$ cat src/rtl/lfd_pkg.sv
// ----------------------------------------------------------------------------
// lfd_pkg
// Shared constants, status codes and types for the LED frame deframer.
// ----------------------------------------------------------------------------
package lfd_pkg;

    // Frame geometry.
    localparam int LED_COUNT   = 15;
    localparam int MAX_RESULTS = 15;
    localparam int STORE_SIZE  = 3 * LED_COUNT;
    localparam int STORE_AW    = $clog2(STORE_SIZE + 1);
    localparam int LED_LIMIT   = (LED_COUNT < MAX_RESULTS) ? LED_COUNT : MAX_RESULTS;

    // Marker bytes of the frame.
    localparam logic [7:0] HEAD1_BYTE = 8'h2E;
    localparam logic [7:0] HEAD2_BYTE = 8'h13;
    localparam logic [7:0] FOOT1_BYTE = 8'hF2;
    localparam logic [7:0] FOOT2_BYTE = 8'h13;

    // Result status codes.
    localparam logic [2:0] ST_LED_WRITE = 3'd0;
    localparam logic [2:0] ST_FRAME_OK  = 3'd1;
    localparam logic [2:0] ST_BAD_HEAD1 = 3'd2;
    localparam logic [2:0] ST_BAD_HEAD2 = 3'd3;
    localparam logic [2:0] ST_PARITY    = 3'd4;
    localparam logic [2:0] ST_BAD_FOOT1 = 3'd5;
    localparam logic [2:0] ST_BAD_FOOT2 = 3'd6;

    // Write request into the color store.
    typedef struct packed {
        logic                en;
        logic [STORE_AW-1:0] addr;
        logic [7:0]          data;
    } store_wr_t;

endpackage

$ cat src/rtl/lfd_store.sv
// ----------------------------------------------------------------------------
// lfd_store
// Color byte store: one write port and one registered read port.
// ----------------------------------------------------------------------------
module lfd_store (
    input  logic                        aclk,
    input  lfd_pkg::store_wr_t          wr,
    input  logic [lfd_pkg::STORE_AW-1:0] rd_addr,
    output logic [7:0]                  rd_data
);

    logic [7:0] mem [lfd_pkg::STORE_SIZE];
    logic [7:0] rd_data_reg;

    // Write port, used while payload bytes arrive.
    always_ff @(posedge aclk) begin
        if (wr.en) begin
            mem[wr.addr] <= wr.data;
        end
    end

    // Read port with registered data; addresses past the end read nothing new.
    always_ff @(posedge aclk) begin
        if (rd_addr < lfd_pkg::STORE_AW'(lfd_pkg::STORE_SIZE)) begin
            rd_data_reg <= mem[rd_addr];
        end
    end

    assign rd_data = rd_data_reg;

endmodule

$ cat src/rtl/led_frame_deframer_top.sv
// ----------------------------------------------------------------------------
// led_frame_deframer_top
// Parses serial bytes into LED frames and emits one color write per LED.
// ----------------------------------------------------------------------------
// Header, length, payload and footer bytes are each taken on a handshake, as
// is a byte that gives an error status. After a good second footer byte the
// block reads the stored colors back through the single read port of the
// color store, one byte per cycle while no output transfer is waiting: each
// LED write takes a prime step and a step each for red, green and blue, then
// waits for the output transfer, and the input stays stalled until the last
// LED write is transferred. A frame with no complete triplet gives one
// status-only result instead.
module led_frame_deframer_top (
    input  logic       aclk,
    input  logic       aresetn,
    input  logic       s_valid,
    output logic       s_ready,
    input  logic [7:0] s_rx_byte,
    output logic       m_valid,
    input  logic       m_ready,
    output logic [2:0] m_status,
    output logic [3:0] m_led_index,
    output logic [7:0] m_red,
    output logic [7:0] m_green,
    output logic [7:0] m_blue,
    output logic       m_last
);

    localparam int AW = lfd_pkg::STORE_AW;
    localparam logic [3:0] LED_MAX = 4'(lfd_pkg::LED_LIMIT);

    // Sequencer codes.
    localparam logic [2:0] PH_HEAD1   = 3'd0;
    localparam logic [2:0] PH_HEAD2   = 3'd1;
    localparam logic [2:0] PH_LEN     = 3'd2;
    localparam logic [2:0] PH_PAYLOAD = 3'd3;
    localparam logic [2:0] PH_CHECK   = 3'd4;
    localparam logic [2:0] PH_FOOT1   = 3'd5;
    localparam logic [2:0] PH_FOOT2   = 3'd6;
    localparam logic [2:0] PH_READ    = 3'd7;

    // Readout step codes.
    localparam logic [1:0] RD_PRIME = 2'd0;
    localparam logic [1:0] RD_RED   = 2'd1;
    localparam logic [1:0] RD_GREEN = 2'd2;
    localparam logic [1:0] RD_BLUE  = 2'd3;

    logic [2:0]    phase_reg,  phase_next;
    logic [7:0]    len_reg,    len_next;
    logic [7:0]    cnt_reg,    cnt_next;
    logic          parity_reg, parity_next;
    logic [1:0]    tpos_reg,   tpos_next;
    logic [3:0]    trip_reg,   trip_next;
    logic [3:0]    idx_reg,    idx_next;
    logic [1:0]    sub_reg,    sub_next;
    logic [AW-1:0] rd_addr_reg, rd_addr_next;
    logic [7:0]    red_reg,    red_next;
    logic [7:0]    green_reg,  green_next;

    logic          m_valid_reg,  m_valid_next;
    logic [2:0]    m_status_reg, m_status_next;
    logic [3:0]    m_index_reg,  m_index_next;
    logic [7:0]    m_red_reg,    m_red_next;
    logic [7:0]    m_green_reg,  m_green_next;
    logic [7:0]    m_blue_reg,   m_blue_next;
    logic          m_last_reg,   m_last_next;

    lfd_pkg::store_wr_t store_wr;
    logic [7:0]         rd_data;
    logic               s_fire;
    logic               byte_par;
    logic [7:0]         cnt_inc;

    lfd_store u_store (
        .aclk    (aclk),
        .wr      (store_wr),
        .rd_addr (rd_addr_reg),
        .rd_data (rd_data)
    );

    // Input is taken only while parsing and when the output register is free.
    assign s_ready  = (phase_reg != PH_READ) && (!m_valid_reg || m_ready);
    assign s_fire   = s_valid && s_ready;
    assign byte_par = ^s_rx_byte;
    assign cnt_inc  = cnt_reg + 8'd1;

    // Frame parser and readout sequencer.
    always_comb begin
        phase_next    = phase_reg;
        len_next      = len_reg;
        cnt_next      = cnt_reg;
        parity_next   = parity_reg;
        tpos_next     = tpos_reg;
        trip_next     = trip_reg;
        idx_next      = idx_reg;
        sub_next      = sub_reg;
        rd_addr_next  = rd_addr_reg;
        red_next      = red_reg;
        green_next    = green_reg;
        m_valid_next  = m_valid_reg;
        m_status_next = m_status_reg;
        m_index_next  = m_index_reg;
        m_red_next    = m_red_reg;
        m_green_next  = m_green_reg;
        m_blue_next   = m_blue_reg;
        m_last_next   = m_last_reg;
        store_wr.en   = 1'b0;
        store_wr.addr = cnt_reg[AW-1:0];
        store_wr.data = s_rx_byte;

        if (m_valid_reg && m_ready) begin
            m_valid_next = 1'b0;
        end

        unique case (phase_reg)
            PH_HEAD1: begin
                if (s_fire) begin
                    if (s_rx_byte != lfd_pkg::HEAD1_BYTE) begin
                        m_valid_next  = 1'b1;
                        m_status_next = lfd_pkg::ST_BAD_HEAD1;
                    end else begin
                        parity_next = byte_par;
                        phase_next  = PH_HEAD2;
                    end
                end
            end
            PH_HEAD2: begin
                if (s_fire) begin
                    if (s_rx_byte != lfd_pkg::HEAD2_BYTE) begin
                        m_valid_next  = 1'b1;
                        m_status_next = lfd_pkg::ST_BAD_HEAD2;
                        phase_next    = PH_HEAD1;
                    end else begin
                        parity_next = parity_reg ^ byte_par;
                        phase_next  = PH_LEN;
                    end
                end
            end
            PH_LEN: begin
                if (s_fire) begin
                    len_next    = s_rx_byte;
                    cnt_next    = 8'd0;
                    tpos_next   = 2'd0;
                    trip_next   = 4'd0;
                    parity_next = parity_reg ^ byte_par;
                    phase_next  = (s_rx_byte == 8'd0) ? PH_CHECK : PH_PAYLOAD;
                end
            end
            PH_PAYLOAD: begin
                if (s_fire) begin
                    // Keep the byte if it fits and count complete triplets.
                    store_wr.en = (cnt_reg < 8'(lfd_pkg::STORE_SIZE));
                    cnt_next    = cnt_inc;
                    parity_next = parity_reg ^ byte_par;
                    if (tpos_reg == 2'd2) begin
                        tpos_next = 2'd0;
                        if (trip_reg < LED_MAX) begin
                            trip_next = trip_reg + 4'd1;
                        end
                    end else begin
                        tpos_next = tpos_reg + 2'd1;
                    end
                    if (cnt_inc >= len_reg) begin
                        phase_next = PH_CHECK;
                    end
                end
            end
            PH_CHECK: begin
                if (s_fire) begin
                    if (s_rx_byte != {7'd0, parity_reg}) begin
                        m_valid_next  = 1'b1;
                        m_status_next = lfd_pkg::ST_PARITY;
                        phase_next    = PH_HEAD1;
                    end else begin
                        phase_next = PH_FOOT1;
                    end
                end
            end
            PH_FOOT1: begin
                if (s_fire) begin
                    if (s_rx_byte != lfd_pkg::FOOT1_BYTE) begin
                        m_valid_next  = 1'b1;
                        m_status_next = lfd_pkg::ST_BAD_FOOT1;
                        phase_next    = PH_HEAD1;
                    end else begin
                        phase_next = PH_FOOT2;
                    end
                end
            end
            PH_FOOT2: begin
                if (s_fire) begin
                    if (s_rx_byte != lfd_pkg::FOOT2_BYTE) begin
                        m_valid_next  = 1'b1;
                        m_status_next = lfd_pkg::ST_BAD_FOOT2;
                        phase_next    = PH_HEAD1;
                    end else if (trip_reg == 4'd0) begin
                        m_valid_next  = 1'b1;
                        m_status_next = lfd_pkg::ST_FRAME_OK;
                        phase_next    = PH_HEAD1;
                    end else begin
                        idx_next     = 4'd0;
                        sub_next     = RD_PRIME;
                        rd_addr_next = '0;
                        phase_next   = PH_READ;
                    end
                end
            end
            PH_READ: begin
                if (m_valid_reg) begin
                    // Wait for the output transfer, then move to the next LED.
                    if (m_ready) begin
                        if (m_last_reg) begin
                            phase_next = PH_HEAD1;
                        end else begin
                            idx_next = idx_reg + 4'd1;
                            sub_next = RD_PRIME;
                        end
                    end
                end else begin
                    unique case (sub_reg)
                        RD_PRIME: begin
                            rd_addr_next = rd_addr_reg + AW'(1);
                            sub_next     = RD_RED;
                        end
                        RD_RED: begin
                            red_next     = rd_data;
                            rd_addr_next = rd_addr_reg + AW'(1);
                            sub_next     = RD_GREEN;
                        end
                        RD_GREEN: begin
                            green_next   = rd_data;
                            rd_addr_next = rd_addr_reg + AW'(1);
                            sub_next     = RD_BLUE;
                        end
                        RD_BLUE: begin
                            m_valid_next = 1'b1;
                            sub_next     = RD_PRIME;
                        end
                        default: begin
                            sub_next = RD_PRIME;
                        end
                    endcase
                end
            end
            default: begin
                phase_next = PH_HEAD1;
            end
        endcase

        // Fill the output fields for whichever result was started this cycle.
        if (m_valid_next && !m_valid_reg || m_valid_next && m_ready) begin
            if (phase_reg == PH_READ) begin
                m_status_next = lfd_pkg::ST_LED_WRITE;
                m_index_next  = idx_reg;
                m_red_next    = red_reg;
                m_green_next  = green_reg;
                m_blue_next   = rd_data;
                m_last_next   = ((idx_reg + 4'd1) == trip_reg);
            end else begin
                m_index_next = 4'd0;
                m_red_next   = 8'd0;
                m_green_next = 8'd0;
                m_blue_next  = 8'd0;
                m_last_next  = 1'b1;
            end
        end
    end

    // Control state.
    always_ff @(posedge aclk) begin
        if (!aresetn) begin
            phase_reg   <= PH_HEAD1;
            len_reg     <= 8'd0;
            cnt_reg     <= 8'd0;
            parity_reg  <= 1'b0;
            tpos_reg    <= 2'd0;
            trip_reg    <= 4'd0;
            idx_reg     <= 4'd0;
            sub_reg     <= RD_PRIME;
            rd_addr_reg <= '0;
            m_valid_reg <= 1'b0;
        end else begin
            phase_reg   <= phase_next;
            len_reg     <= len_next;
            cnt_reg     <= cnt_next;
            parity_reg  <= parity_next;
            tpos_reg    <= tpos_next;
            trip_reg    <= trip_next;
            idx_reg     <= idx_next;
            sub_reg     <= sub_next;
            rd_addr_reg <= rd_addr_next;
            m_valid_reg <= m_valid_next;
        end
    end

    // Payload registers.
    always_ff @(posedge aclk) begin
        red_reg      <= red_next;
        green_reg    <= green_next;
        m_status_reg <= m_status_next;
        m_index_reg  <= m_index_next;
        m_red_reg    <= m_red_next;
        m_green_reg  <= m_green_next;
        m_blue_reg   <= m_blue_next;
        m_last_reg   <= m_last_next;
    end

    assign m_valid     = m_valid_reg;
    assign m_status    = m_status_reg;
    assign m_led_index = m_index_reg;
    assign m_red       = m_red_reg;
    assign m_green     = m_green_reg;
    assign m_blue      = m_blue_reg;
    assign m_last      = m_last_reg;

`ifndef SYNTHESIS
    // No input is taken while the stored colors are being read out.
    a_no_input_in_readout: assert property (@(posedge aclk) disable iff (!aresetn)
        phase_reg == PH_READ |-> !s_ready)
        else $error("input ready during LED readout");

    // Readout only runs for a frame that holds at least one triplet.
    a_readout_has_leds: assert property (@(posedge aclk) disable iff (!aresetn)
        phase_reg == PH_READ |-> trip_reg != 4'd0)
        else $error("readout started with no complete triplet");

    // An LED write never names an LED past the triplet count.
    a_index_in_range: assert property (@(posedge aclk) disable iff (!aresetn)
        m_valid_reg && phase_reg == PH_READ |-> m_index_reg < trip_reg)
        else $error("LED index beyond the triplet count");

    // Store writes stay inside the color store.
    a_store_write_range: assert property (@(posedge aclk) disable iff (!aresetn)
        store_wr.en |-> store_wr.addr < AW'(lfd_pkg::STORE_SIZE))
        else $error("color store write out of range");

    // A last LED write ends the readout once it is transferred.
    a_last_ends_readout: assert property (@(posedge aclk) disable iff (!aresetn)
        phase_reg == PH_READ && m_valid_reg && m_ready && m_last_reg
        |=> phase_reg == PH_HEAD1)
        else $error("readout did not end after the last LED write");
`endif

endmodule
$ cat config.mk
export PLATFORM = sky130hd
export DESIGN_NAME = led_frame_deframer_top
export DESIGN_NICKNAME = d
export VERILOG_FILES = /design/src/rtl/lfd_pkg.sv /design/src/rtl/lfd_store.sv /design/src/rtl/led_frame_deframer_top.sv
export SDC_FILE = /design/constraint.sdc
export NUM_CORES = 1
export LEC_CHECK = 0
export BUFFER_PORTS_ARGS = -buffer_cell sky130_fd_sc_hd__buf_2
export CAP_MARGIN = 30
export CORE_MARGIN = 2
export CORE_UTILIZATION = 50
export CTS_CLUSTER_DIAMETER = 150
export CTS_CLUSTER_SIZE = 25
export DETAILED_ROUTE_END_ITERATION = 8
export GPL_ROUTABILITY_DRIVEN = 0
export PLACE_DENSITY = 0.78
export SYNTH_ARGS = -nofsm -noshare
export SYNTH_HDL_FRONTEND = slang
export SYNTH_SLANG_ARGS = --single-unit
$ cat constraint.sdc
create_clock -name aclk -period 5.3 [get_ports aclk]
set_input_delay 0.53 -clock aclk [delete_from_list [all_inputs] [get_ports aclk]]
set_output_delay 0.53 -clock aclk [all_outputs]
set_load 0.1 [all_outputs]
# --- Word-level counts from Yosys, hierarchy flattened ---
# Memories as Yosys holds them, arrays and structs flattened. A register that Yosys moved wholly into a read port is not among the register bits.
# Cells that the tools add are included.
op_classes:
  reduce_logical: 28
  magnitude_cmp: 4
  mux: 91
  bitwise: 2
  add_sub_neg: 5
  n_eq_ne: 40
op_table:
  columns: ["cell", "count"]
  rows:
  - ["3-bit two-way mux", 30]
  - ["4-bit two-way mux", 10]
  - ["2-bit != test, second input constant", 20]
  - ["6-bit two-way mux", 5]
  - ["3-bit case mux with 8 select lines", 1]
  - ["1-bit two-way mux", 23]
  - ["2-bit two-way mux", 10]
  - ["6-bit AND reduction", 3]
  - ["8-bit two-way mux", 2]
  - ["4-bit case mux with 2 select lines", 2]
  - ["8-bit case mux with 2 select lines", 1]
  - ["3-bit case mux with 5 select lines", 1]
  - ["3-bit == test, second input constant", 4]
  - ["6-bit case mux with 2 select lines", 1]
  - ["12-bit AND reduction", 1]
  - ["3-bit != test, second input constant", 3]
  - ["3-bit AND reduction", 3]
  - ["4-bit by 1-bit adder with 4-bit output, second input constant", 2]
  - ["8-bit by 1-bit adder with 8-bit output, second input constant", 1]
  - ["8-bit greater-or-equal comparator", 1]
  - ["8-bit zero test", 1]
  - ["8-bit by 6-bit less-than comparator with 1-bit output, second input constant", 1]
  - ["8-bit by 1-bit != test with 1-bit output", 1]
  - ["8-bit by 5-bit != test with 1-bit output, second input constant", 1]
  - ["32 further kinds", 42]
word_totals:
  ram_bits: 360
  mem_count: 1
  regBits: 87
memory_table:
  columns: ["memory", "depth", "width", "rd", "rd_clocked_by_memory_dff", "write_ports", "line", "text"]
  rows:
  - ["u_store.mem", 45, 8, 1, 1, 1, "lfd_store.sv:12", "logic [7:0] mem [lfd_pkg::STORE_SIZE];"]

# --- Logic depth before layout (Yosys ltp) ---
# Gate-level depths: netlist (run 1).
logic_depth:
  depth_word: 9
  depth_mapped: 9
  ltp_nobuf: 9

# --- Hierarchy ---
# From an unflattened synthesis (run 1), not the netlist that was laid out.
unflattened:
  cells_unflattened: 1150
  hier_area_um2: 18973.2
modules_own_cells:
  columns: ["mod", "cells_each", "seq_area_each_um2", "area_per_inst_um2", "instances"]
  rows:
  - ["lfd_store", 691, 11050.6, 14493.9, 1]
  - ["led_frame_deframer_top", 459, 2192.1, 4479.3, 1]

# --- Worst setup path after synthesis (run 1) ---
# Ideal clock, no wire load.
synth_timing:
  path_type: "reg-to-reg"
  start: "reg m_valid_reg, in the netlist m_valid"
  end: "reg m_blue_reg[0], in the netlist m_blue[0] (enable)"
  synth_period_minus_slack_ns: 2.875
  arrival_ns: 2.487
  path_buffers: 1
  setup_time_ns: 0.388
  t_required_ns: 4.912
  setup_slack_ns: 2.425
  path_stages_with_launch: 7
  path_cell_list: "dfxtp_1 > nand2b_1 > clkbuf_1 > a32oi_1 > a32oi_1 > nand3_1 > a22o_1"
synth_between:
  elab_chain_cells: 8
  elab_cells_between_ends: 23
  cone_classes: "mux (15); reduce/logical (8)"
synth_lines:
  columns: ["element", "line", "text"]
  rows:
  - ["from (decl)", "led_frame_deframer_top.sv:60", "logic m_valid_reg, m_valid_next;"]
  - ["from (signal assigned)", "led_frame_deframer_top.sv:292", "m_valid_reg <= m_valid_next;"]
  - ["1-bit logical AND / 1-bit zero test (equally long branches)", "led_frame_deframer_top.sv:111, led_frame_deframer_top.sv:82, led_frame_deframer_top.sv:251", null]
  - ["1-bit two-way mux / 1-bit logical OR (equally long branches)", "led_frame_deframer_top.sv:111, led_frame_deframer_top.sv:82", null]
  - ["1-bit two-way mux / 1-bit logical AND (equally long branches)", "led_frame_deframer_top.sv:196, led_frame_deframer_top.sv:82", null]
  - ["1-bit two-way mux / 1-bit logical AND (equally long branches)", "led_frame_deframer_top.sv:192, led_frame_deframer_top.sv:83", null]
  - ["1-bit two-way mux (on tied branches)", null, null]
  - ["1-bit case mux with 6 select lines", "led_frame_deframer_top.sv:115", "unique case (phase_reg)"]
  - ["1-bit logical AND", "led_frame_deframer_top.sv:251", "if (m_valid_next && !m_valid_reg || m_valid_next && m_ready) begin"]
  - ["1-bit logical OR (*)", "led_frame_deframer_top.sv:251", null]
  - ["to (signal assigned)", "led_frame_deframer_top.sv:304", "m_blue_reg <= m_blue_next;"]
  - ["to (decl)", "led_frame_deframer_top.sv:65", "logic [7:0] m_blue_reg, m_blue_next;"]
# Mark *: on every way between the ends. The rest lies on a longest branch, timed or not.
# A chain may end at the register's enable or synchronous reset.

# --- Final worst setup path (run 1) ---
layout_timing:
  start: "reg phase_reg[0]"
  end: "mem u_store.mem[22][3] (enable)"
layout_between:
  elab_chain_cells: 7
  elab_cells_between_ends: 8
  cone_classes: "eq/ne (2); mux (4); reduce/logical (2)"
layout_lines:
  columns: ["element", "line", "text"]
  rows:
  - ["from (decl)", "led_frame_deframer_top.sv:48", "logic [2:0] phase_reg, phase_next;"]
  - ["from (signal assigned)", "led_frame_deframer_top.sv:283", "phase_reg <= phase_next;"]
  - ["3-bit != test", "led_frame_deframer_top.sv:82", "assign s_ready = (phase_reg != PH_READ) && (!m_valid_reg || m_ready);"]
  - ["1-bit logical AND", "led_frame_deframer_top.sv:82", null]
  - ["1-bit logical AND", "led_frame_deframer_top.sv:83", "assign s_fire = s_valid && s_ready;"]
  - ["1-bit two-way mux", "led_frame_deframer_top.sv:150", "if (s_fire) begin"]
  - ["1-bit two-way mux (*)", "led_frame_deframer_top.sv:115", null]
  - ["1-bit two-way mux (*)", "lfd_store.sv:17", "if (wr.en) begin"]
  - ["1-bit two-way mux (not written as such) (*)", "lfd_store.sv:18", "mem[wr.addr] <= wr.data;"]
  - ["to (decl)", "lfd_store.sv:12", null]
# Marks and branches as above.

==> run summary, run 1 <==
The peak ir drop on the vdd network is 0.2670 mV. The aggregate global-route resource usage came out at 21.10%. The via count of the first global-routing pass came out at 10160. The worst clock skew came out at 0.02502 ns. The average wire per cell in the routed design came out at 24.56 um. The half-perimeter wire length after detailed placement is ~27000 um.

Yosys printed 0 warnings. The synthesized instance count came out at 1154. STA classifies the critical path endpoint as a flop. The max-slew violation count was 0. The total area inside the core boundary comes to 37310 um2.

The detailed-route via count is 10460. The area occupied by registers came out at 13250 um2. The number of nets with antenna violations after routing is 0.

At the worst endpoint, the arrival time is 3.83 ns. The total number of placement rows came out at approximately 70. The count of unique library cells instantiated by Yosys came out at 63.

The height of the chip is around 200 um. The utilization after layout came out at 54.05%. The highest net fanout along the worst path came out at 30. Using the TritonRoute via totals, the vias-per-cell ratio works out to ~6.3. The initial antenna violation count is 0. The clock sink total came out at roughly 460. The share of the synthesized area in the top cell type is 65.94%. The actual slew at the worst max-slew pin is 0.9751 ns. The number of nets produced by synthesis came out at around 1200. The share of post-route cells with drive strength above 1 is 15.84%.

The number of cells upsized or downsized after cts came out at 0. The register area share after synthesis is 70.41%. In this run, synthesis produced a sequential element count of 455. Setup violations remaining at the end of the flow were counted as 0. The count of hold buffers inserted by post-cts repair is 0.

The clock latency reported for the late side of the worst-skew pair is 0.56 ns. The die covers 39180 um2. The overall routed net length is 40950 um. The post-synthesis to final-layout area growth is 7.225%.

The number of filler instances in the final layout came out at 2924. The data required time of the worst path is 5.49 ns. The worst hold path belongs to the class in -> reg. The share of synthesized registers carrying an async set or reset is 0%. A synthesized cell averages 16.30 um2. The antenna diode count is 0. The first global-routing pass estimated 61840 um of wire.

The count of buffers from port buffering came out at 45. The number of flops mapped to enable cells by yosys came out at ~410. The library cell used most frequently in the layout, excluding fill and tap cells, is sky130_fd_sc_hd__edfxtp_1.

The number of hold violations in the final report is 0. The relative slew slack came out at 34.31%. At the end of the flow, the number of nets in the layout was 1218. The footprint of the multi-input gates is 5174 um2. In this run the power density over the cells is 301.7 nW/um2. The initial utilization of the core area, before any placement, comes to 50.41%. The register with the most flip-flops in the layout has 360 of them. The run finished with clean final reports. The pin count of the biggest net entering global routing is 57. After the first detailed-routing iteration, the DRC count stood at about 1600.

The maximum achievable frequency is 0.2749 GHz. In the layout the commonest cells are 413 x sky130_fd_sc_hd__edfxtp_1, 89 x sky130_fd_sc_hd__nor2_1, 74 x sky130_fd_sc_hd__mux4_2. The TritonCTS buffer count came out at 22.

The width of the chip is 197.9 um. The minimum setup slack after placement came out at 1.758 ns. The register with the most flip-flops in the final layout is u_store.mem. Setup repair after global routing left no endpoint under its margin.

The final total negative setup slack is 0 ns. For the finished layout, the period the worst path requires is 3.638 ns. For this run the aggregate overflow at the end of global routing stands at 0. The post-route fraction of the period consumed by the critical path is between 60% and 70%.

The number of optimization iterations in the first detailed-route pass is 8. The worst setup margin came out at 1.662 ns. The clock root buffer master is sky130_fd_sc_hd__clkbuf_16. The H-tree level count came out at 1. The CTS clock-pin slew for the worst setup and hold paths came out at 0.11 ns. In the post-synthesis netlist, the biggest area contributors are sky130_fd_sc_hd__edfxtp_1 66%, sky130_fd_sc_hd__mux4_2 8.9%, sky130_fd_sc_hd__dfxtp_1 4.5%. The post-CTS setup repair buffer count came out at 0. sky130_fd_sc_hd__edfxtp_1 takes more of the synthesized area than any other cell.

The post-synthesis instance area is around 19000 um2. The number of ports placed on the die boundary is 46. The clock tree from TritonCTS is done. The startpoint-to-endpoint class of the critical path is reg -> reg. The buffer levels on the longest clock path is 3. The number of remaining DRC errors is 0. The type of origin of the critical path is a flop. For this design the static power due to leakage is 0.006253 uW. In the synthesized netlist the dominant register cell turns out to be sky130_fd_sc_hd__edfxtp_1. The number of maximum-capacitance constraint violations came out at 0.
## stage by stage
stage | power [uW] | cell area [um2] | hold WS (ns) | std cells
final | 6085 | 20170 | 0.3231 | 1667
after global routing | 6246 | 20170 | 0.3054 | 1667
after CTS | 6103 | 20140 | 0.3014 | 1666
after detailed placement | 4292 | 19490 | 0.4531 | 1626
after global placement | 4281 | 19460 | 0.4454 | 1625
after floorplan | 4190 | 18810 | 0.4362 | 1154
## synthesized netlist by cell type (all sizes together) (3+ instances only)
master	count
edfxtp	413
nor2	89
mux4	74
nand2	54
a21oi	47
dfxtp	42
clkbuf	35
and2	33
ha	29
inv	29
buf	28
mux2i	28
o21ai	28
nand3	20
o221ai	15
a211oi	14
a22oi	14
nor3	13
xnor2	12
o211ai	11
mux2	10
nand2b	10
nor2b	10
xor2	9
a221oi	8
a22o	8
nand3b	7
or3	7
nand4	6
and3	5
a31oi	4
nor3b	4
a21o	3
a41oi	3
and4	3
o2111ai	3
## power by group
part | switching [uW] | total (uW) | leakage, uW | internal, uW
Clock | 1070 | 1880 | 0.000307 | 807
Combinational | 239 | 282 | 0.00185 | 43.4
Sequential | 9.73 | 3930 | 0.00409 | 3920
## final cells by class
class | instances | area share, %
clock buffers | 38 | 3.028
clock inverters | 2 | 0.1799
inverters | 29 | 0.5398
multi-input cells | 607 | 25.66
flip-flops and latches | 455 | 65.71
well taps | 474 | 2.941
repair buffers | 62 | 1.948
## routing by layer
layer  wire length, um  up-vias  track usage [%]
li1                  -     4557                -
met1             16480     5203            29.98
met2             18970      600            33.54
met3              4166       99            4.309
met4              1328        0            5.653
met5                 0        -                0
## worst paths after layout
kind,start,slack [ns],cells after the start,end
min reg2reg,u_store.rd_data[5],0.47,0,green_reg[5]
max reg2reg,phase_reg[0],1.66,5,u_store.mem[22][3]
min,aresetn,0.32,2,trip_reg[0]
max,phase_reg[0],1.66,5,u_store.mem[22][3]
## kinds of logic (layout without fill, tap and decap cells)
| logic type | count (synthesis) | in the layout | share of synthesized area, % |
|---|---|---|---|
| AOI/OAI and AO/OA | 176 | 176 | 6.387 |
| adders and majority gates | 29 | 29 | 1.929 |
| and+or+nand+nor | 269 | 269 | 7.265 |
| DFF | 455 | 455 | 70.41 |
| muxes | 112 | 112 | 10.95 |
| buffers and inverters | 92 | 131 | 2.076 |
| xor gates and xnor gates | 21 | 21 | 0.9780 |
## worst max-delay path: stages (launching register included)
cell and delay, ns:
sky130_fd_sc_hd__dfxtp_1 0.98, sky130_fd_sc_hd__and3b_1 0.32, sky130_fd_sc_hd__nand3_1 0.32, sky130_fd_sc_hd__nor4_2 0.51, sky130_fd_sc_hd__nand3b_1 0.46, sky130_fd_sc_hd__nor2_1 0.67
Note: power is estimated with default switching activity, not from simulation.
==> run 2, diff against run 1 <==
- clock period: 5.3 -> 3.4 ns (I/O delays scaled with it)
==> run 2 against run 1 <==
Clock power is 57% higher. Sequential power is 56% higher. Final cell count rose by 3.7%. Highest routed layer unchanged. Critical endpoint is now u_store.rd_data[7]. Die area unchanged. First-iteration DRC count decreased by 4.4%. Register-to-register slack worse by 0.95 ns.
==> run summary, run 2 (synthesis results as in run 1) <==
In this run the worst hold path is classified as in -> reg. Cells with a size suffix above 1 make up between 10% and 20% of the layout. The die area came out at 39180 um2.

Across every metal layer, demand over resource in global routing totals between 20 and 25%. The startpoint-to-endpoint class of the critical path is reg -> reg. Across the VDD grid, the largest voltage drop is 0.6117 mV. The final route contains around 11000 vias.

TritonCTS built the clock tree. During placement, the flow inserted port buffers numbering 45. The relative slew slack came out at 36.82%. The final total negative setup slack came out at 0 ns. The reg-to-reg startpoint is rd_addr_reg[0]. In this run the power density over the cells is roughly 460 nW/um2. The buffer levels on the longest clock path is 3. The final setup violation count is 0. For this run, the top clock speed supported by timing is 0.3719 GHz. The number of antenna diodes in the final layout is 0. The launch instance of the worst min-delay path is aresetn. The highest net fanout along the worst path came out at 37. The worst reg-to-reg path cell count is 5. The core outline area is 37310 um2. The first detailed-routing pass took 6 iterations.

For flop-to-flop paths, the worst setup slack is between 0.7 and 0.8 ns. u_store.mem holds more flip-flops than any other register. The first-pass GRT wire length came out at roughly 64000 um. TritonCTS created 22 clock buffers. Entering global routing, the biggest net connects 47 pins.

Once detail routing completed, the nets flagged for antenna violations numbered 0. The residual overflow from global routing is 0. Setup repair after global routing left no endpoint under its margin. Across the routed clock network, the largest skew measured is ~0.023 ns. The data required time of the worst path is about 3.7 ns. The endpoint identified for the worst register-to-register timing path is u_store.rd_data[7]. The starting density of the core came out at 50.41%.

The number of flip-flops under the largest register name is 360. The number of ports placed on the die boundary is 46. The filler cells instantiated in the layout total 2797. The worst setup path is captured at a flop.

The post-synthesis to final-layout area growth is 9.627%. The most frequent standard cell in the layout excluding fill and tap cells is sky130_fd_sc_hd__edfxtp_1. The number of design-rule violations left by the first detailed-router iteration is 1548.

The number of cells on the worst hold path is 2. The post-route fraction of the period consumed by the critical path is 79.09%. From bottom edge to top edge, the die measures 197.9 um. The clock latency reported for the late side of the worst-skew pair is roughly 0.55 ns. Buffers inserted to repair hold after CTS numbered 0. The width of the chip came out at 197.9 um.

For hold timing, the worst endpoint is trip_reg[0]. For this run, design rule violations remaining after detail routing come to 0. The type of origin of the critical path is a flop. The via count of the first global-routing pass is 10240. The actual slew at the worst max-slew pin is 0.9442 ns. For this design, the sink count on the clock tree is between 400 and 500. The number of hold violations in the final report came out at 0. The number of maximum-capacitance constraint violations is 0. The H-tree level count is 1.

The run finished with clean final reports. The number of vias per cell came out at 6.202. The library cells used most frequently in the layout, excluding fill and tap cells, are 413 x sky130_fd_sc_hd__edfxtp_1, 89 x sky130_fd_sc_hd__nor2_1, 76 x sky130_fd_sc_hd__buf_4. The net count of the finished layout is 1279. Row generation in the floorplan step produced 71 rows. CTS placed an instance of sky130_fd_sc_hd__clkbuf_16 at the clock tree root. The final cell area excluding filler cells is a little over 20000 um2. After clock tree synthesis, the setup repair step added 0 buffers.

The initial antenna violation count came out at 1. The overall routed net length is 42300 um. The clock period minus worst slack came out at 2.689 ns. The max-slew violation count is 0.

The number of cells upsized or downsized after cts is 0. The static leakage came out at around 0.0066 uW. The HPWL after detailed placement is between 20000 and 30000 um. Clock-pin slew was measured on the worst setup and hold paths at 0.10 ns. The average wire per cell in the routed design came out at about 24 um. The endpoint arrival time on the critical path is a little under 3 ns. The post-placement cell area came out at 19960 um2.
==> run 2: cell count changes in the layout (fill, tap and decap cells not counted), sizes merged <==
| cell | previous run | this run |
|---|---|---|
| clkinv | 1 | 0 |
| clkbuf | 38 | 39 |
| buf | 62 | 123 |
==> run 2: critical path, stage by stage (launching register included) <==
cell	delay [ns]
sky130_fd_sc_hd__dfxtp_4	0.83
sky130_fd_sc_hd__buf_4	0.41
sky130_fd_sc_hd__mux4_2	0.54
sky130_fd_sc_hd__a22o_1	0.28
sky130_fd_sc_hd__a211oi_1	0.22
sky130_fd_sc_hd__a221oi_1	0.07
==> run 2: area by class of cell <==
| type | count | area (um2) | share of cell area, % |
|---|---|---|---|
| repair buffers | 123 | 835.8 | 4.054 |
| well taps | 474 | 593.1 | 2.877 |
| multi-input cells | 607 | 5174 | 25.09 |
| clock inverters | 1 | 20.02 | 0.09710 |
| inverters | 29 | 108.9 | 0.5280 |
| flip-flops and latches | 455 | 13250 | 64.27 |
| clock buffers | 39 | 635.6 | 3.083 |
==> run 2: report_power, final <==
group / total [uW] / internal (uW) / switching [uW]
clock network: 2950 / 1300 / 1650
logic: 433 / 63.9 / 369
registers: 6120 / 6110 / 11.1
==> run 2: how the worst max path moves through the flow <==
stage	startpoint	end	slack, ns	cells after the start
finish	rd_addr_reg[0]	u_store.rd_data[7]	0.71	5
global route	cnt_reg[2]	phase_reg[0]	0.48	8
CTS	rd_addr_reg[0]	u_store.rd_data[7]	0.71	5
detailed placement	rd_addr_reg[0]	u_store.rd_data[7]	0.73	5
global placement	rd_addr_reg[0]	u_store.rd_data[5]	0.79	4
floorplan	m_valid	m_blue[0]	0.52	6
==> run 2: metal layers <==
| layer | track usage [%] | routed length, um | vias to the layer above |
|---|---|---|---|
| met5 | 0 | 0 | - |
| met4 | 6.154 | 1146 | 0 |
| met3 | 3.986 | 4294 | 81 |
| met2 | 34.79 | 20020 | 607 |
| met1 | 31.27 | 16840 | 5367 |
| li1 | - | - | 4662 |
==> run 2: per-stage QoR <==
step / power, uW / setup WS, ns / util, % / hold WS [ns] / std cells
after floorplan: 6531 / 0.5247 / - / 0.4362 / 1154
after CTS: 9540 / 0.7114 / 55.26 / 0.1173 / 1728
after global routing: 9757 / 0.4803 / 55.26 / 0.1338 / 1728
after detailed placement: 6678 / 0.7327 / 53.50 / 0.4677 / 1688
after global placement: 6668 / 0.7874 / 53.50 / 0.4613 / 1688
final: 9501 / 0.7110 / 55.26 / 0.1479 / 1728
